## config.mk

```make
export PLATFORM = sky130hd
export DESIGN_NAME = light_balance_stepper_tracker_core_flat
export DESIGN_NICKNAME = d
export VERILOG_FILES = /design/src/sv/lbst_pkg.sv /design/src/sv/lbst_item_if.sv /design/src/sv/lbst_res_if.sv /design/src/sv/light_balance_stepper_tracker_core.sv /design/src/flat_wrapper.sv
export VERILOG_INCLUDE_DIRS = /design/src /design/src/sv
export SDC_FILE = /design/constraint.sdc
export NUM_CORES = 1
export LEC_CHECK = 0
export BUFFER_PORTS_ARGS = -buffer_cell sky130_fd_sc_hd__buf_2
export CORE_ASPECT_RATIO = 1.5
export CORE_MARGIN = 2
export CORE_UTILIZATION = 45
export DETAILED_ROUTE_END_ITERATION = 6
export GPL_TIMING_DRIVEN = 0
export PLACE_DENSITY = 0.68
export SYNTH_ARGS = -nofsm -noshare
export SYNTH_HDL_FRONTEND = slang
export SYNTH_SLANG_ARGS = --single-unit
```

## constraint.sdc

```tcl
create_clock -name clk_i -period 8.5 [get_ports clk_i]
set_input_delay 1.275 -clock clk_i [delete_from_list [all_inputs] [get_ports clk_i]]
set_output_delay 1.275 -clock clk_i [all_outputs]
set_load 0.1 [all_outputs]
```

## src/sv/light_balance_stepper_tracker_core_assert.svh

```systemverilog
// Assertion macros shared by the light balance stepper tracker RTL.
`ifndef LIGHT_BALANCE_STEPPER_TRACKER_CORE_ASSERT_SVH
`define LIGHT_BALANCE_STEPPER_TRACKER_CORE_ASSERT_SVH

// Consequent checked in the same cycle as the antecedent.
`define LBST_ASSERT_SAME(label, clk, rst_n, ante, cons) \
  label: assert property (@(posedge clk) disable iff (!rst_n) (ante) |-> (cons)) \
    else $error("lbst: same-cycle check failed");

// Consequent checked in the cycle after the antecedent.
`define LBST_ASSERT_NEXT(label, clk, rst_n, ante, cons) \
  label: assert property (@(posedge clk) disable iff (!rst_n) (ante) |=> (cons)) \
    else $error("lbst: next-cycle check failed");

`endif

```

## src/sv/lbst_pkg.sv

```systemverilog
// Shared constants, codes and helpers of the light balance stepper tracker.
package lbst_pkg;

  // Window geometry and calibration.
  localparam int unsigned WINDOW        = 10;
  localparam int unsigned CALIB_DIVISOR = 1;
  localparam int unsigned SAMPLE_BITS   = 12;

  // Fixed field widths.
  localparam int unsigned KIND_W     = 2;
  localparam int unsigned SLOT_W     = 4;
  localparam int unsigned SAMPLE_W   = 12;
  localparam int unsigned OUT_W      = 12;
  localparam int unsigned PHASE_W    = 4;
  localparam int unsigned CFG_IDX_W  = 3;
  localparam int unsigned CFG_DATA_W = 16;
  localparam int unsigned TICK_W     = 16;
  localparam int unsigned CYCLE_W    = 8;
  localparam int unsigned MODE_W     = 2;
  localparam int unsigned PIDX_W     = 2;

  // Derived storage widths.
  localparam int unsigned WIN_W = (SAMPLE_BITS < SAMPLE_W) ? SAMPLE_BITS : SAMPLE_W;
  localparam int unsigned IDX_W = (WINDOW > 1) ? $clog2(WINDOW) : 1;
  localparam int unsigned SUM_W = $clog2(WINDOW * ((1 << WIN_W) - 1) + 1);

  // sum / WINDOW as multiply by rounded-up reciprocal (exact for SUM_W-bit sums).
  localparam int unsigned AVG_SH     = SUM_W + $clog2(WINDOW);
  localparam int unsigned AVG_MUL_W  = SUM_W + 1;
  localparam int unsigned AVG_PROD_W = SUM_W + AVG_MUL_W;
  localparam logic [AVG_MUL_W-1:0] AVG_MUL =
    AVG_MUL_W'(((64'd1 << AVG_SH) + WINDOW - 1) / WINDOW);

  // average / CALIB_DIVISOR the same way (exact for OUT_W-bit averages).
  localparam int unsigned LVL_SH     = OUT_W + $clog2(CALIB_DIVISOR);
  localparam int unsigned LVL_MUL_W  = OUT_W + 1;
  localparam int unsigned LVL_PROD_W = LVL_SH + OUT_W + 1;
  localparam logic [LVL_MUL_W-1:0] LVL_MUL =
    LVL_MUL_W'(((64'd1 << LVL_SH) + CALIB_DIVISOR - 1) / CALIB_DIVISOR);

  // Item kinds.
  localparam logic [KIND_W-1:0] KIND_SAMPLE = 2'd0;
  localparam logic [KIND_W-1:0] KIND_EVAL   = 2'd1;
  localparam logic [KIND_W-1:0] KIND_TICK   = 2'd2;

  // Sensor channels and move directions.
  localparam logic CH_A      = 1'b0;
  localparam logic DIR_RIGHT = 1'b0;
  localparam logic DIR_LEFT  = 1'b1;

  // Motion sequencer codes.
  localparam logic [MODE_W-1:0] MODE_IDLE   = 2'd0;
  localparam logic [MODE_W-1:0] MODE_MOVE   = 2'd1;
  localparam logic [MODE_W-1:0] MODE_SETTLE = 2'd2;

  localparam logic [PIDX_W-1:0] PHASE_FIRST = 2'd0;
  localparam logic [PIDX_W-1:0] PHASE_LAST  = 2'd3;

  // Configuration register indexes.
  localparam logic [CFG_IDX_W-1:0] CFG_AUTO_MODE   = 3'd0;
  localparam logic [CFG_IDX_W-1:0] CFG_DIFF_THR    = 3'd1;
  localparam logic [CFG_IDX_W-1:0] CFG_MAX_LEVEL   = 3'd2;
  localparam logic [CFG_IDX_W-1:0] CFG_PHASE_DELAY = 3'd3;
  localparam logic [CFG_IDX_W-1:0] CFG_STEP_CYCLES = 3'd4;
  localparam logic [CFG_IDX_W-1:0] CFG_SETTLE      = 3'd5;

  // Configuration reset values.
  localparam logic              AUTO_MODE_RST   = 1'b0;
  localparam logic [OUT_W-1:0]  DIFF_THR_RST    = 12'd0;
  localparam logic [OUT_W-1:0]  MAX_LEVEL_RST   = 12'd4095;
  localparam logic [TICK_W-1:0] PHASE_DELAY_RST = 16'd2;
  localparam logic [CYCLE_W-1:0] STEP_CYCLES_RST = 8'd32;
  localparam logic [TICK_W-1:0] SETTLE_RST      = 16'd750;

  localparam logic [PHASE_W-1:0] PAT_PHASE1 = 4'b0001;
  localparam logic [PHASE_W-1:0] PAT_PHASE4 = 4'b1000;

  // One-hot wave drive: right walks phase 1..4, left walks phase 4..1.
  function automatic logic [PHASE_W-1:0] pattern_for(input logic dir,
                                                     input logic [PIDX_W-1:0] idx);
    logic [PHASE_W-1:0] pat;
    if (dir == DIR_LEFT) begin
      pat = PAT_PHASE4 >> idx;
    end else begin
      pat = PAT_PHASE1 << idx;
    end
    return pat;
  endfunction

endpackage

```

## src/sv/lbst_item_if.sv

```systemverilog
// Input beat channel of the light balance stepper tracker.
interface lbst_item_if;
  logic                             valid;
  logic                             ready;
  logic [lbst_pkg::KIND_W-1:0]      kind;
  logic                             channel;
  logic [lbst_pkg::SLOT_W-1:0]      slot;
  logic [lbst_pkg::SAMPLE_W-1:0]    sample;

  modport source (output valid, output kind, output channel, output slot,
                  output sample, input ready);
  modport sink   (input valid, input kind, input channel, input slot,
                  input sample, output ready);
endinterface

```

## src/sv/lbst_res_if.sv

```systemverilog
// Result beat channel of the light balance stepper tracker.
interface lbst_res_if;
  logic                           valid;
  logic                           ready;
  logic [lbst_pkg::PHASE_W-1:0]   phase_drive;
  logic [lbst_pkg::OUT_W-1:0]     average_a;
  logic [lbst_pkg::OUT_W-1:0]     average_b;
  logic [lbst_pkg::OUT_W-1:0]     level_a;
  logic [lbst_pkg::OUT_W-1:0]     level_b;
  logic                           busy_res;
  logic                           move_dir;

  modport source (output valid, output phase_drive, output average_a, output average_b,
                  output level_a, output level_b, output busy_res, output move_dir,
                  input ready);
  modport sink   (input valid, input phase_drive, input average_a, input average_b,
                  input level_a, input level_b, input busy_res, input move_dir,
                  output ready);
endinterface

```

## src/sv/light_balance_stepper_tracker_core.sv

```systemverilog
// Light balance stepper tracker: sensor windows, levels and wave-drive sequencer.
//
// Channels: item_i carries one beat per item (sample write, evaluate or 1 ms
// tick); res_o returns exactly one status beat per item, in order. Both use
// valid/ready; a beat moves when both are high. The cfg_* port writes one
// register per cycle with cfg_we_i high; indexes past the last are dropped.
// Write configuration only while no beat is in flight.
//
// Pipeline: an accepted item is registered in the input stage, and the result
// register loads from that stage on an edge where the pipe advances; the status
// beat then shows on res_o. Throughput: one beat per cycle while res_o is not
// stalled. Two register stages: the input stage (window/sum update plus the
// item kind), then one short pass through the reciprocal multiplies, the level
// compare and the motion sequencer into the result register.
//
// Stall: both stages share one enable; while a result beat waits on res_o.ready
// the pipe freezes and item_i.ready drops, so nothing is lost or repeated.
// Reset: windows and sums clear, coils off, sequencer idle, config registers
// take their defaults, no result beat pending.
`include "light_balance_stepper_tracker_core_assert.svh"

module light_balance_stepper_tracker_core (
  input  logic                              clk_i,
  input  logic                              rst_ni,
  lbst_item_if.sink                         item_i,
  lbst_res_if.source                        res_o,
  input  logic                              cfg_we_i,
  input  logic [lbst_pkg::CFG_IDX_W-1:0]    cfg_idx_i,
  input  logic [lbst_pkg::CFG_DATA_W-1:0]   cfg_wdata_i
);
  import lbst_pkg::*;

  typedef logic [SLOT_W:0] slot_cmp_t;

  // ---------------------------------------------------------------------
  // Configuration registers
  // ---------------------------------------------------------------------
  logic               auto_mode_q;
  logic [OUT_W-1:0]   diff_thr_q;
  logic [OUT_W-1:0]   max_level_q;
  logic [TICK_W-1:0]  phase_delay_q;
  logic [CYCLE_W-1:0] step_cycles_q;
  logic [TICK_W-1:0]  settle_q;

  always_ff @(posedge clk_i or negedge rst_ni) begin
    if (!rst_ni) begin
      auto_mode_q   <= AUTO_MODE_RST;
      diff_thr_q    <= DIFF_THR_RST;
      max_level_q   <= MAX_LEVEL_RST;
      phase_delay_q <= PHASE_DELAY_RST;
      step_cycles_q <= STEP_CYCLES_RST;
      settle_q      <= SETTLE_RST;
    end else if (cfg_we_i) begin
      unique case (cfg_idx_i)
        CFG_AUTO_MODE:   auto_mode_q   <= cfg_wdata_i[0];
        CFG_DIFF_THR:    diff_thr_q    <= cfg_wdata_i[OUT_W-1:0];
        CFG_MAX_LEVEL:   max_level_q   <= cfg_wdata_i[OUT_W-1:0];
        CFG_PHASE_DELAY: phase_delay_q <= cfg_wdata_i[TICK_W-1:0];
        CFG_STEP_CYCLES: step_cycles_q <= cfg_wdata_i[CYCLE_W-1:0];
        CFG_SETTLE:      settle_q      <= cfg_wdata_i[TICK_W-1:0];
        default: ;
      endcase
    end
  end

  // ---------------------------------------------------------------------
  // Handshake: one shared enable for every stage
  // ---------------------------------------------------------------------
  logic res_valid_q;
  logic adv;
  logic item_acc;

  assign adv          = !res_valid_q || res_o.ready;
  assign item_i.ready = adv;
  assign item_acc     = item_i.valid && adv;

  // ---------------------------------------------------------------------
  // Stage 1: window replace and running sums
  // ---------------------------------------------------------------------
  logic [WIN_W-1:0] win_a_q [WINDOW];
  logic [WIN_W-1:0] win_b_q [WINDOW];
  logic [SUM_W-1:0] sum_a_q, sum_b_q;
  logic [SUM_W-1:0] sum_a_d, sum_b_d;
  logic [IDX_W-1:0] win_idx;
  logic [WIN_W-1:0] sample_m;
  logic             slot_ok;
  logic             wr_a, wr_b;

  assign slot_ok  = slot_cmp_t'(item_i.slot) < slot_cmp_t'(WINDOW);
  assign win_idx  = item_i.slot[IDX_W-1:0];
  assign sample_m = item_i.sample[WIN_W-1:0];
  assign wr_a     = item_acc && (item_i.kind == KIND_SAMPLE) && slot_ok &&
                    (item_i.channel == CH_A);
  assign wr_b     = item_acc && (item_i.kind == KIND_SAMPLE) && slot_ok &&
                    (item_i.channel != CH_A);

  // Sums never underflow: the removed entry is always part of the sum.
  assign sum_a_d = sum_a_q - SUM_W'(win_a_q[win_idx]) + SUM_W'(sample_m);
  assign sum_b_d = sum_b_q - SUM_W'(win_b_q[win_idx]) + SUM_W'(sample_m);

  always_ff @(posedge clk_i or negedge rst_ni) begin
    if (!rst_ni) begin
      for (int i = 0; i < WINDOW; i++) begin
        win_a_q[i] <= '0;
        win_b_q[i] <= '0;
      end
      sum_a_q <= '0;
      sum_b_q <= '0;
    end else begin
      if (wr_a) begin
        win_a_q[win_idx] <= sample_m;
        sum_a_q          <= sum_a_d;
      end
      if (wr_b) begin
        win_b_q[win_idx] <= sample_m;
        sum_b_q          <= sum_b_d;
      end
    end
  end

  // The sum registers double as stage 1 payload: the result stage samples
  // them in the same edge that moves this beat on.
  logic              s1_valid_q;
  logic [KIND_W-1:0] s1_kind_q;

  always_ff @(posedge clk_i or negedge rst_ni) begin
    if (!rst_ni) begin
      s1_valid_q <= 1'b0;
    end else if (adv) begin
      s1_valid_q <= item_i.valid;
    end
  end

  always_ff @(posedge clk_i) begin
    if (adv) begin
      s1_kind_q <= item_i.kind;
    end
  end

  // ---------------------------------------------------------------------
  // Averages and calibrated levels (constant reciprocal multiplies)
  // ---------------------------------------------------------------------
  logic [AVG_PROD_W-1:0] avg_prod_a, avg_prod_b;
  logic [LVL_PROD_W-1:0] lvl_prod_a, lvl_prod_b;
  logic [OUT_W-1:0]      avg_a, avg_b, lvl_a, lvl_b;

  assign avg_prod_a = AVG_PROD_W'(sum_a_q) * AVG_PROD_W'(AVG_MUL);
  assign avg_prod_b = AVG_PROD_W'(sum_b_q) * AVG_PROD_W'(AVG_MUL);
  assign avg_a      = OUT_W'(avg_prod_a[AVG_SH +: WIN_W]);
  assign avg_b      = OUT_W'(avg_prod_b[AVG_SH +: WIN_W]);

  assign lvl_prod_a = LVL_PROD_W'(avg_a) * LVL_PROD_W'(LVL_MUL);
  assign lvl_prod_b = LVL_PROD_W'(avg_b) * LVL_PROD_W'(LVL_MUL);
  assign lvl_a      = lvl_prod_a[LVL_SH +: OUT_W];
  assign lvl_b      = lvl_prod_b[LVL_SH +: OUT_W];

  // ---------------------------------------------------------------------
  // Stage 2: motion sequencer and result register
  // ---------------------------------------------------------------------
  logic [MODE_W-1:0]  mode_q, mode_d;
  logic               dir_q, dir_d;
  logic [PIDX_W-1:0]  phase_q, phase_d, phase_inc;
  logic [CYCLE_W-1:0] cycles_q, cycles_d, cycles_dec, step_eff;
  logic [TICK_W-1:0]  tick_q, tick_d, tick_inc, delay_eff;
  logic [PHASE_W-1:0] drive_q, drive_d;
  logic               go_right, go_left;

  assign tick_inc   = tick_q + 1'b1;
  assign phase_inc  = phase_q + 1'b1;
  assign cycles_dec = cycles_q - 1'b1;
  assign delay_eff  = (phase_delay_q == '0) ? TICK_W'(1) : phase_delay_q;
  assign step_eff   = (step_cycles_q == '0) ? CYCLE_W'(1) : step_cycles_q;

  // Brighter side must lead by more than the threshold and not be saturated.
  assign go_right = (lvl_a > lvl_b) &&
                    ((lvl_a - lvl_b) > diff_thr_q) &&
                    (lvl_a < max_level_q);
  assign go_left  = (lvl_b > lvl_a) &&
                    ((lvl_b - lvl_a) > diff_thr_q) &&
                    (lvl_b < max_level_q);

  always_comb begin
    mode_d   = mode_q;
    dir_d    = dir_q;
    phase_d  = phase_q;
    cycles_d = cycles_q;
    tick_d   = tick_q;
    drive_d  = drive_q;
    unique case (s1_kind_q)
      KIND_EVAL: begin
        if (auto_mode_q && (mode_q == MODE_IDLE) && (go_right || go_left)) begin
          dir_d    = go_right ? DIR_RIGHT : DIR_LEFT;
          phase_d  = PHASE_FIRST;
          cycles_d = step_eff;
          tick_d   = '0;
          drive_d  = pattern_for(go_right ? DIR_RIGHT : DIR_LEFT, PHASE_FIRST);
          mode_d   = MODE_MOVE;
        end
      end
      KIND_TICK: begin
        unique case (mode_q)
          MODE_MOVE: begin
            if (tick_inc >= delay_eff) begin
              tick_d = '0;
              if (phase_q == PHASE_LAST) begin
                cycles_d = cycles_dec;
                if (cycles_dec == '0) begin
                  // Move done: last pattern stays on the coils.
                  mode_d = (settle_q == '0) ? MODE_IDLE : MODE_SETTLE;
                end else begin
                  phase_d = PHASE_FIRST;
                  drive_d = pattern_for(dir_q, PHASE_FIRST);
                end
              end else begin
                phase_d = phase_inc;
                drive_d = pattern_for(dir_q, phase_inc);
              end
            end else begin
              tick_d = tick_inc;
            end
          end
          MODE_SETTLE: begin
            if (tick_inc >= settle_q) begin
              tick_d = '0;
              mode_d = MODE_IDLE;
            end else begin
              tick_d = tick_inc;
            end
          end
          MODE_IDLE: ;
          default: ;
        endcase
      end
      KIND_SAMPLE: ;
      default: ;
    endcase
  end

  logic             seq_en;
  logic [OUT_W-1:0] res_avg_a_q, res_avg_b_q, res_lvl_a_q, res_lvl_b_q;

  assign seq_en = adv && s1_valid_q;

  always_ff @(posedge clk_i or negedge rst_ni) begin
    if (!rst_ni) begin
      mode_q      <= MODE_IDLE;
      dir_q       <= DIR_RIGHT;
      phase_q     <= PHASE_FIRST;
      cycles_q    <= '0;
      tick_q      <= '0;
      drive_q     <= '0;
      res_valid_q <= 1'b0;
    end else begin
      if (adv) begin
        res_valid_q <= s1_valid_q;
      end
      if (seq_en) begin
        mode_q   <= mode_d;
        dir_q    <= dir_d;
        phase_q  <= phase_d;
        cycles_q <= cycles_d;
        tick_q   <= tick_d;
        drive_q  <= drive_d;
      end
    end
  end

  always_ff @(posedge clk_i) begin
    if (seq_en) begin
      res_avg_a_q <= avg_a;
      res_avg_b_q <= avg_b;
      res_lvl_a_q <= lvl_a;
      res_lvl_b_q <= lvl_b;
    end
  end

  // Sequencer state only moves with a result beat, so it is the status.
  assign res_o.valid       = res_valid_q;
  assign res_o.phase_drive = drive_q;
  assign res_o.average_a   = res_avg_a_q;
  assign res_o.average_b   = res_avg_b_q;
  assign res_o.level_a     = res_lvl_a_q;
  assign res_o.level_b     = res_lvl_b_q;
  assign res_o.busy_res    = (mode_q != MODE_IDLE);
  assign res_o.move_dir    = dir_q;

  // ---------------------------------------------------------------------
  // Assertions
  // ---------------------------------------------------------------------
  `LBST_ASSERT_SAME(a_drive_onehot, clk_i, rst_ni, 1'b1, $onehot0(drive_q))
  `LBST_ASSERT_SAME(a_idle_tick_clear, clk_i, rst_ni, mode_q == MODE_IDLE, tick_q == '0)
  `LBST_ASSERT_SAME(a_move_has_cycles, clk_i, rst_ni, mode_q == MODE_MOVE, cycles_q != '0)
  `LBST_ASSERT_SAME(a_stall_blocks_input, clk_i, rst_ni, res_valid_q && !res_o.ready, !item_i.ready)
  `LBST_ASSERT_NEXT(a_accept_enters_pipe, clk_i, rst_ni, item_acc, s1_valid_q)

endmodule

```

## src/flat_wrapper.sv

```systemverilog
// flat-port wrapper written by rule: the top's interface ports become plain ports
module light_balance_stepper_tracker_core_flat import lbst_pkg::*;
  (clk_i, rst_ni, cfg_we_i, cfg_idx_i, cfg_wdata_i, item_i_valid, item_i_kind, item_i_channel, item_i_slot, item_i_sample, item_i_ready, res_o_valid, res_o_phase_drive, res_o_average_a, res_o_average_b, res_o_level_a, res_o_level_b, res_o_busy_res, res_o_move_dir, res_o_ready);
  lbst_item_if item_i_i ();
  lbst_res_if res_o_i ();
  input  logic clk_i;
  input  logic rst_ni;
  input  logic cfg_we_i;
  input  logic [lbst_pkg::CFG_IDX_W-1:0] cfg_idx_i;
  input  logic [lbst_pkg::CFG_DATA_W-1:0] cfg_wdata_i;
  input wire logic [$bits(item_i_i.valid)-1:0] item_i_valid;
  input wire logic [$bits(item_i_i.kind)-1:0] item_i_kind;
  input wire logic [$bits(item_i_i.channel)-1:0] item_i_channel;
  input wire logic [$bits(item_i_i.slot)-1:0] item_i_slot;
  input wire logic [$bits(item_i_i.sample)-1:0] item_i_sample;
  output wire logic [$bits(item_i_i.ready)-1:0] item_i_ready;
  output wire logic [$bits(res_o_i.valid)-1:0] res_o_valid;
  output wire logic [$bits(res_o_i.phase_drive)-1:0] res_o_phase_drive;
  output wire logic [$bits(res_o_i.average_a)-1:0] res_o_average_a;
  output wire logic [$bits(res_o_i.average_b)-1:0] res_o_average_b;
  output wire logic [$bits(res_o_i.level_a)-1:0] res_o_level_a;
  output wire logic [$bits(res_o_i.level_b)-1:0] res_o_level_b;
  output wire logic [$bits(res_o_i.busy_res)-1:0] res_o_busy_res;
  output wire logic [$bits(res_o_i.move_dir)-1:0] res_o_move_dir;
  input wire logic [$bits(res_o_i.ready)-1:0] res_o_ready;
  assign item_i_i.valid = item_i_valid;
  assign item_i_i.kind = item_i_kind;
  assign item_i_i.channel = item_i_channel;
  assign item_i_i.slot = item_i_slot;
  assign item_i_i.sample = item_i_sample;
  assign item_i_ready = item_i_i.ready;
  assign res_o_valid = res_o_i.valid;
  assign res_o_phase_drive = res_o_i.phase_drive;
  assign res_o_average_a = res_o_i.average_a;
  assign res_o_average_b = res_o_i.average_b;
  assign res_o_level_a = res_o_i.level_a;
  assign res_o_level_b = res_o_i.level_b;
  assign res_o_busy_res = res_o_i.busy_res;
  assign res_o_move_dir = res_o_i.move_dir;
  assign res_o_i.ready = res_o_ready;
  light_balance_stepper_tracker_core u_core (.clk_i(clk_i), .rst_ni(rst_ni), .item_i(item_i_i), .res_o(res_o_i), .cfg_we_i(cfg_we_i), .cfg_idx_i(cfg_idx_i), .cfg_wdata_i(cfg_wdata_i));
endmodule
```

==> results of run 1 <==
final timing paths:
path / endpoint / slack [ns]
setup / recovery: u_core.mode_q[0] / -0.79
hold / removal: u_core.win_a_q[92] / 0.48
setup reg to reg: u_core.mode_q[0] / -0.79
hold reg to reg: u_core.win_a_q[92] / 0.48
max in group asynchronous: u_core.sum_b_q[6] / 6.43
min in group asynchronous: u_core.tick_q[5] / 0.63
Yosys cell counts (all sizes together) (16+ instances only):
| library cell | n | area share |
|---|---|---|
| ha | 384 | 0.15 |
| clkbuf | 91 | 0.011 |
| inv | 467 | 0.056 |
| xnor2 | 53 | 0.015 |
| mux4 | 48 | 0.035 |
| nand2 | 303 | 0.037 |
| a21oi | 98 | 0.016 |
| mux2 | 131 | 0.047 |
| a21o | 51 | 0.012 |
| dfrtp | 351 | 0.28 |
| nand2b | 21 | 0.0042 |
| xor2 | 39 | 0.011 |
| nor4 | 18 | 0.0036 |
| nand4 | 18 | 0.0036 |
| nor2 | 68 | 0.0082 |
| nand3 | 37 | 0.0059 |
| o31ai | 16 | 0.0039 |
| edfxtp | 26 | 0.025 |
| o21ai | 324 | 0.052 |
| buf | 40 | 0.0086 |
| and3 | 20 | 0.0040 |
| nor3 | 31 | 0.0050 |
| fa | 186 | 0.12 |
| mux2i | 28 | 0.0090 |
| a22oi | 26 | 0.0063 |
| dfstp | 21 | 0.018 |
final cells by class:
type	instances	share of cell area
flip-flops and latches	398	0.279
clock inverters	22	0.00787
inverters	468	0.0484
multi-input cells	2079	0.545
clock buffers	57	0.0335
plain buffers	126	0.0173
well taps	900	0.0309
diodes	1	0.0000687
repair buffers	203	0.0386
metrics by stage:
step / setup TNS [ns] / cells
floorplan: -0.0468 / 3075
global placement: -534.76 / 4072
detailed placement: -64.38 / 4075
CTS: -18.97 / 4212
global route: -31.09 / 4253
finish: -22.22 / 4254
timing repair:
item | 4_1_cts | 5_1_grt
endpoints found under the setup margin | 33 | 33
buffers inserted | 61 | 42
cloned | 0 | 2
pin swaps | 44 | 54
resized for setup | 176 | 104
metal layers:
metal | up-vias | wire [um] | track usage
met5 | - | 0 | 0
met3 | 260 | 3090 | 0.0292
met4 | 0 | 5910 | 0.143
met1 | 11500 | 30700 | 0.251
li1 | 11000 | - | -
met2 | 583 | 44300 | 0.438
tightest hold or removal path: cells and delay by family, from the launching register on:
kind / cells / cell delay, ns
flip-flops: 1 / 0.34
AND/OR/NAND/NOR: 1 / 0.05
AO/OA/AOI/OAI: 1 / 0.06
logic make-up (layout without fill, tap and decap cells):
logic type                 Yosys count  after routing  share of synthesized area
DFF                                398            398                      0.325
adders and majority gates          572            572                      0.275
muxes                              207            207                     0.0911
other                                0              1                          0
and+or+nand+nor                    581            582                     0.0862
AOI/OAI and AO/OA                  624            624                      0.120
xor gates and xnor gates            94             94                     0.0274
buffers and inverters              599            876                     0.0761
state kept, by name, indices dropped and copies added, names as in the netlist, 12 cells and up:
signal                  flops
u_core.sum_a_q             16
u_core.win_a_q            120
u_core.diff_thr_q          12
u_core.max_level_q         12
u_core.sum_b_q             16
u_core.res_o.average_a     12
u_core.settle_q            16
u_core.win_b_q            120
u_core.tick_q              16
u_core.res_o.average_b     12
u_core.phase_delay_q       16
==> results.md, run 1 <==
- Outcome: finished with violations
- Failing checks: negative setup slack
- HP Start: u_core.win_a_q[92]
- CTS sink count: 398
- H-tree levels: 2
- Footprint of the multi-input gates: 19800 um2
- GRT Residual Overflow: 0
- CTS clk-pin slew, worst paths: 0.06 ns
- Cts bufs inserted: 43
- Max-slew violations: 0
- Most common cell after layout, fill and taps aside: inv_1
- Die W: 219 um
- CTS root buffer: clkbuf_16
- Initial antenna violation count: 1
- Overall routed net length: 84.0 mm
- Core Area: 68800 um2
- Post-synthesis net count: 3688
- Post-synthesis register bit count: 398
- Crit. Startpoint: u_core.sum_a_q[7]
- Final core occ: 0.529
- Final WS setup: -0.793 ns
- Prevailing post-synth register cell: dfrtp_1
- Fmax: 0.108 GHz
- Placed cell areas: 32900 um2
- Post-synthesis sequential area ratio: 0.325
- Nets@finish: 3932
- EDFF count, synth: 26
- Fin crit share: 1.09
- Synth unique cells: 83
- Clk_skew: 0.0232 ns
- Post-route ant nets: 0
- CP top delay family: adder cells
- Placer Congestion: 0.936
- Std cell rows: 118
- Async SR Flop Fraction: 0.935
- RSZ-0062 raised after global routing: yes
- Mapped cell area: 31100 um2
- Reg2Reg Depth: 36
- Slew Limit Headroom: 0.0994
- Worst path max stage delay: 0.58 ns
- Worst-margin pin slew: 1.35 ns
- WP data required: 8.98 ns
- Worst skew pair latency: 0.60 ns
- Warnings from Yosys: 0
- Hold Crit Class: reg -> reg
- Critical Path AT: 9.77 ns
- Post-DP HPWL: 64.5 mm
- Max-Cap Viols: 0
- Initial DRC count: 1270
- Pre-Repair DR Iteration Count: 5
- Final hold slack: 0.478 ns
- Fin crit period: 9.29 ns
- Filler cells: 6131
- Worst path depth: 36
- Crit Path Class: reg -> reg
- Fraction of layout cells with a size suffix above 1: 0.215
- Vias in the first global route: 24400
- Reg2reg start: u_core.sum_a_q[7]
- Boundary Pins: 99
- DR vias/cell: 5.48
- Port Buffers: 97
- Mean Syn Cell Area: 10.1 um2
- Die span in y: 326 um
- Cts hold-fix bufs: 0
- Initial core utilization: 0.452
- Startpoint class of the critical path: flip-flop
- Post-Synthesis Cells: 3075
- Crit path capture type: flip-flop
- Deepest clock path buffer count: 3
- # DRC: 0
- Detailed-route via count: 23300
- Die area: 71300 um2
- Setup WS pre-CTS: -2.10 ns
- GRT Resource Usage Total: 0.236
- Final Cell Area: 36400 um2
- Setup-failing EPs final: 33
- Hold depth: 2
- CP Max Fanout: 8
- Largest net degree at the start of global routing: 115
- Sequential cell area: 10100 um2
- CP dominant cell by count: fa_1
- Most frequent cells in the layout: inv_1, ha_1, dfrtp_1, nand2_1, o21ai_0
- DR WL/cell: 19.7 um
- Final hold violation count: 0
- First-pass GRT wire length: 131 mm
- Layout Area Growth over Synthesis: 17.0%
- Buf/Inv on CP: 8
- CTS tree: done
- Max stage delay cell, worst path: fa_2
Power of run 1 is not shown: default switching activity piles up to over one toggle a cycle in this logic, so the estimate is an artifact.
==> inputs of run 2 (changes only) <==
Clock period 8.5 ns to 8.3 ns, I/O delays scaled along.
==> results.md, run 2 (same netlist as run 1, synthesis figures left out) <==
- Outcome: finished with violations
- Failing checks: negative setup slack
- Pre-Repair DR Iteration Count: 7 (+2)
- GRT met1 Usage: 0.252 (+0.00163)
- Initial core utilization: 0.452 (unchanged)
- Worst skew pair latency: 0.59 ns (about the same)
- Fin crit share: 1.10 (+0.00618)
- Deepest clock path buffer count: 3 (unchanged)
- Filler cells: 6020 (-1.8%)
- Boundary Pins: 99 (unchanged)
- Most frequent cells in the layout: inv_1, ha_1, dfrtp_1, nand2_1, o21ai_0
- RSZ-0062 raised after global routing: yes
- CTS root buffer: clkbuf_16
- GRT Resource Usage Total: 0.237 (+0.00148)
- DR WL/cell: 20.0 um (+1.2%)
- First-pass GRT wire length: 132 mm (+0.70%)
- Gr busiest metal: met2
- # DRC: 0 (unchanged)
- Largest net degree at the start of global routing: 127 (+10%)
- Fin crit period: 9.13 ns (-0.167 ns)
- Final setup TNS: -22.99 ns (-0.766 ns)
- Setup-failing EPs final: 33 (unchanged)
- Max stage delay cell, worst path: fa_1
- Most common cell after layout, fill and taps aside: inv_1
- Footprint of the multi-input gates: 20100 um2 (+1.4%)
- CTS tree: done
- Die area: 71300 um2 (unchanged)
- Cts bufs inserted: 43 (unchanged)
- Sequential cell area: 10200 um2 (about the same)
- Met2 Usage GRT: 0.440 (+0.00179)
- Cts hold-fix bufs: 0 (unchanged)
- Worst-margin pin slew: 1.29 ns (-0.0552 ns)
- Initial antenna violation count: 0 (-1)
- Fraction of layout cells with a size suffix above 1: 0.229 (+0.0145)
- CTS clk-pin slew, worst paths: 0.07 ns (about the same)
- Post-DP HPWL: 64.3 mm (-0.29%)
- Ant. Diodes: 0 (-1)
- Final WS setup: -0.826 ns (-0.0327 ns)
- Die span in y: 326 um (unchanged)
- WP data required: 8.78 ns (-0.20 ns)
- Core Area: 68800 um2 (unchanged)
- Max-slew violations: 0 (unchanged)
- Initial DRC count: 1397 (+10%)
- Top flop regs: u_core.win_a_q x120, u_core.win_b_q x120
- Crit Path Class: reg -> reg
- DR vias/cell: 5.52 (+0.59%)
- CP Max Fanout: 5 (-3)
- Fmax: 0.110 GHz (+1.8%)
- Hold Crit Class: reg -> reg
- Critical Path AT: 9.61 ns (-0.16 ns)
- Std cell rows: 118 (unchanged)
- Post-route ant nets: 0 (unchanged)
- Clk_skew: 0.0160 ns (-0.00721 ns)
- Overall routed net length: 85.4 mm (+1.7%)
- Nets@finish: 3956 (+0.61%)
- H-tree levels: 2 (unchanged)
- Worst path max stage delay: 0.55 ns (-0.03 ns)
- Die W: 219 um (unchanged)
- GRT Residual Overflow: 0 (unchanged)
- GR met3 Demand/Resource: 0.0272 (-0.00205)
- Layout Area Growth over Synthesis: 18.6%
- Slew Limit Headroom: 0.136 (+0.0369)
- Startpoint class of the critical path: flip-flop
- Crit path capture type: flip-flop
- CP dominant cell by count: fa_1
- Final hold violation count: 0 (unchanged)
- CTS sink count: 398 (unchanged)
- Vias in the first global route: 24700 (+1.3%)
- Max-Cap Viols: 0 (unchanged)
- Port Buffers: 97 (unchanged)
- Placer Congestion: 0.925 (-1.2%)
- Detailed-route via count: 23600 (+1.1%)
run 2: path summary, 6_finish.rpt:
| kind | to | slack, ns | from | cells past startpoint |
|---|---|---|---|---|
| max | u_core.mode_q[0] | -0.83 | u_core.sum_b_q[3] | 37 |
| min | u_core.win_a_q[80] | 0.48 | u_core.win_a_q[80] | 2 |
| max reg2reg | u_core.mode_q[0] | -0.83 | u_core.sum_b_q[3] | 37 |
| min reg2reg | u_core.win_a_q[80] | 0.48 | u_core.win_a_q[80] | 2 |
| max in group asynchronous | u_core.win_b_q[85] | 6.31 | rst_ni | 3 |
| min in group asynchronous | u_core.tick_q[7] | 0.55 | rst_ni | 1 |
run 2: worst max-delay path, delay by kind of cell (launching register included):
| family | cells | cell delay [ns] |
|---|---|---|
| xor gates and xnor gates | 1 | 0.17 |
| and+or+nand+nor | 11 | 2.53 |
| buffers and inverters | 8 | 0.59 |
| AOI/OAI and AO/OA | 8 | 1.56 |
| adders and majority gates | 9 | 3.70 |
| DFF | 1 | 0.46 |
run 2: stage by stage:
stage               std cells   util  worst slack [ns]  hold slack [ns]  instance area, um2
finish                   4276  0.537            -0.826            0.478               36900
global route             4276  0.537             -1.11            0.503               36900
CTS                      4228  0.523            -0.874            0.480               36000
detailed placement       4075  0.478             -2.22            0.466               32900
global placement         4072  0.477             -2.19            0.456               32800
floorplan                3075      -            -0.213            0.445               31200
run 2: layout make-up:
cell class	count	area share
Tap cell	900	0.0305
Multi-Input combinational cell	2079	0.545
Timing Repair Buffer	225	0.0435
Clock buffer	58	0.0323
Clock inverter	20	0.00742
Buffer	128	0.0182
Sequential cell	398	0.275
Inverter	468	0.0480
run 2: repair_timing:
item	in CTS	in global routing
buffers inserted	74	50
pin swaps	76	63
gates resized for setup	229	121
gates cloned	4	1
endpoints found under the setup margin	33	33
run 2: per-layer routing:
layer  routed length (um)  vias to the layer above
li1                     -                    11000
met1                31000                    11700
met2                44900                      612
met3                 2890                      293
met4                 6630                        0
met5                    0                        -
Power of run 2 is left out for the same reason.
==> inputs of run 3 (changes only) <==
Settings changed: CORE_UTILIZATION 45 to 50, PLACE_DENSITY 0.68 to 0.74.
==> results.md, run 3 (same netlist as run 1, synthesis figures left out) <==
- Initial core utilization: 0.503 (+0.0501)
- RSZ-0062 raised after global routing: yes
- Worst skew pair latency: 0.60 ns (about the same)
- Die W: 208 um (-5.0%)
- Final WS setup: -0.825 ns (+0.00143 ns)
- Max-Cap Viols: 0 (unchanged)
- Hold depth: 2 (unchanged)
- Worst-margin pin slew: 1.19 ns (-0.107 ns)
- Post-route ant nets: 0 (unchanged)
- Final hold violation count: 0 (unchanged)
- Outcome: finished with violations
- H-tree levels: 2 (unchanged)
- # DRC: 0 (unchanged)
- Largest net degree at the start of global routing: 110 (-13%)
- CP Max Fanout: 7 (+2)
- WP data required: 8.78 ns (about the same)
- First-pass GRT wire length: 133 mm (+0.79%)
- Cts hold-fix bufs: 0 (unchanged)
- Core Area: 61900 um2 (-10%)
- Max stage delay cell, worst path: fa_1
- Ant. Diodes: 0 (unchanged)
- Top flop regs: u_core.win_a_q x120, u_core.win_b_q x120
- Fin crit period: 9.12 ns (-0.00143 ns)
- Placer Congestion: 0.947 (+2.4%)
- Initial DRC count: 1460 (+4.5%)
- Die area: 64300 um2 (-9.9%)
- CTS clk-pin slew, worst paths: 0.07 ns (about the same)
- DR WL/cell: 20.4 um (+2.1%)
- Vias in the first global route: 25100 (+1.5%)
- CTS sink count: 398 (unchanged)
- Layout Area Growth over Synthesis: 18.5%
- Hold Crit Class: reg -> reg
- CTS root buffer: clkbuf_16
- Initial antenna violation count: 0 (unchanged)
- Post-DP HPWL: 63.4 mm (-1.4%)
- Most common cell after layout, fill and taps aside: inv_1
- Port Buffers: 97 (unchanged)
- GRT Residual Overflow: 0 (unchanged)
- GRT Resource Usage Total: 0.262 (+0.0250)
- Cts bufs inserted: 42 (-2.3%)
- DR vias/cell: 5.74 (+4.0%)
- Crit path capture type: flip-flop
- Std cell rows: 112 (-5.1%)
- Boundary Pins: 99 (unchanged)
- Clk_skew: 0.0357 ns (+0.0197 ns)
- Startpoint class of the critical path: flip-flop
- Nets@finish: 3958 (+0.051%)
- Fraction of layout cells with a size suffix above 1: 0.233 (+0.00378)
- Filler cells: 4925 (-18%)
- CTS tree: done
- Critical Path AT: 9.61 ns (about the same)
- Die span in y: 310 um (-5.1%)
- Reg2Reg Depth: 38 (+2.7%)
- Setup-failing EPs final: 33 (unchanged)
- Final setup TNS: -23.29 ns (-0.300 ns)
- Overall routed net length: 85.2 mm (-0.33%)
- Slew Limit Headroom: 0.209 (+0.0729)
- Detailed-route via count: 23900 (+1.5%)
- Pre-Repair DR Iteration Count: 5 (-2)
- Max-slew violations: 0 (unchanged)
- Failing checks: negative setup slack
- Worst path max stage delay: 0.52 ns (-0.03 ns)
- Most frequent cells in the layout: inv_1, ha_1, dfrtp_1, nand2_1, o21ai_0
- Fmax: 0.110 GHz (about the same)
- Deepest clock path buffer count: 3 (unchanged)
- Crit Path Class: reg -> reg
- Fin crit share: 1.10 (about the same)
==> run 3: changes by cell type in the layout (fill, tap and decap cells not counted), sizes merged <==
cell / delta
buf: +5
inv: -5
bufinv: -2
clkbuf: +2
clkinv: +2
clkinvlp: -1
==> run 3: repair_timing <==
action	in CTS	in global routing
setup buffers	88	50
endpoints found under the setup margin	33	33
gates cloned	2	2
pin swaps	68	48
gates resized for setup	235	138
==> run 3: layer usage <==
layer / GRT usage / routed length (um) / vias up
met5: 0 / 0 / -
met1: 0.278 / 30400 / 11800
met3: 0.0286 / 3480 / 316
li1: - / - / 11000
met2: 0.480 / 44200 / 782
met4: 0.196 / 7120 / 0
==> run 3: worst paths after layout <==
check	from	to	slack, ns
max	u_core.sum_a_q[7]	u_core.tick_q[6]	-0.82
min	u_core.win_a_q[88]	u_core.win_a_q[88]	0.47
max reg2reg	u_core.sum_a_q[7]	u_core.tick_q[6]	-0.82
min reg2reg	u_core.win_a_q[88]	u_core.win_a_q[88]	0.47
max in group asynchronous	rst_ni	u_core.win_b_q[7]	5.79
min in group asynchronous	rst_ni	u_core.tick_q[8]	0.68
==> run 3: worst max-delay path, delay by kind of cell (launching register included) <==
family / cells / cell delay [ns]
adders and majority gates: 10 / 3.90
buffers and inverters: 7 / 0.67
DFF: 1 / 0.48
AOI/OAI and AO/OA: 16 / 2.69
and+or+nand+nor: 3 / 0.84
xor gates and xnor gates: 2 / 0.41
==> run 3: cell type report <==
cell class,instances,area [um2],share of cell area
clock inverter,14,174,0.00472
multi-input combinational,2079,20200,0.548
inverter,468,1770,0.0481
timing repair buffer,228,1640,0.0444
sequential,398,10200,0.275
tap,798,998,0.0271
buffer,128,684,0.0186
clock buffer,62,1250,0.0338
==> run 3: through the flow <==
| stage | utilization | cell area [um2] | hold WS, ns | cells | setup WS, ns |
|---|---|---|---|---|---|
| 2_1_floorplan | - | 31200 | 0.445 | 3075 | -0.213 |
| 3_3_place_gp | 0.528 | 32700 | 0.456 | 3970 | -2.10 |
| 3_5_place_dp | 0.529 | 32800 | 0.465 | 3973 | -2.11 |
| 4_1_cts | 0.579 | 35900 | 0.480 | 4124 | -0.794 |
| 5_1_grt | 0.595 | 36900 | 0.491 | 4175 | -1.07 |
| 6_report | 0.595 | 36900 | 0.475 | 4175 | -0.825 |
Power of run 3 is left out for the same reason.
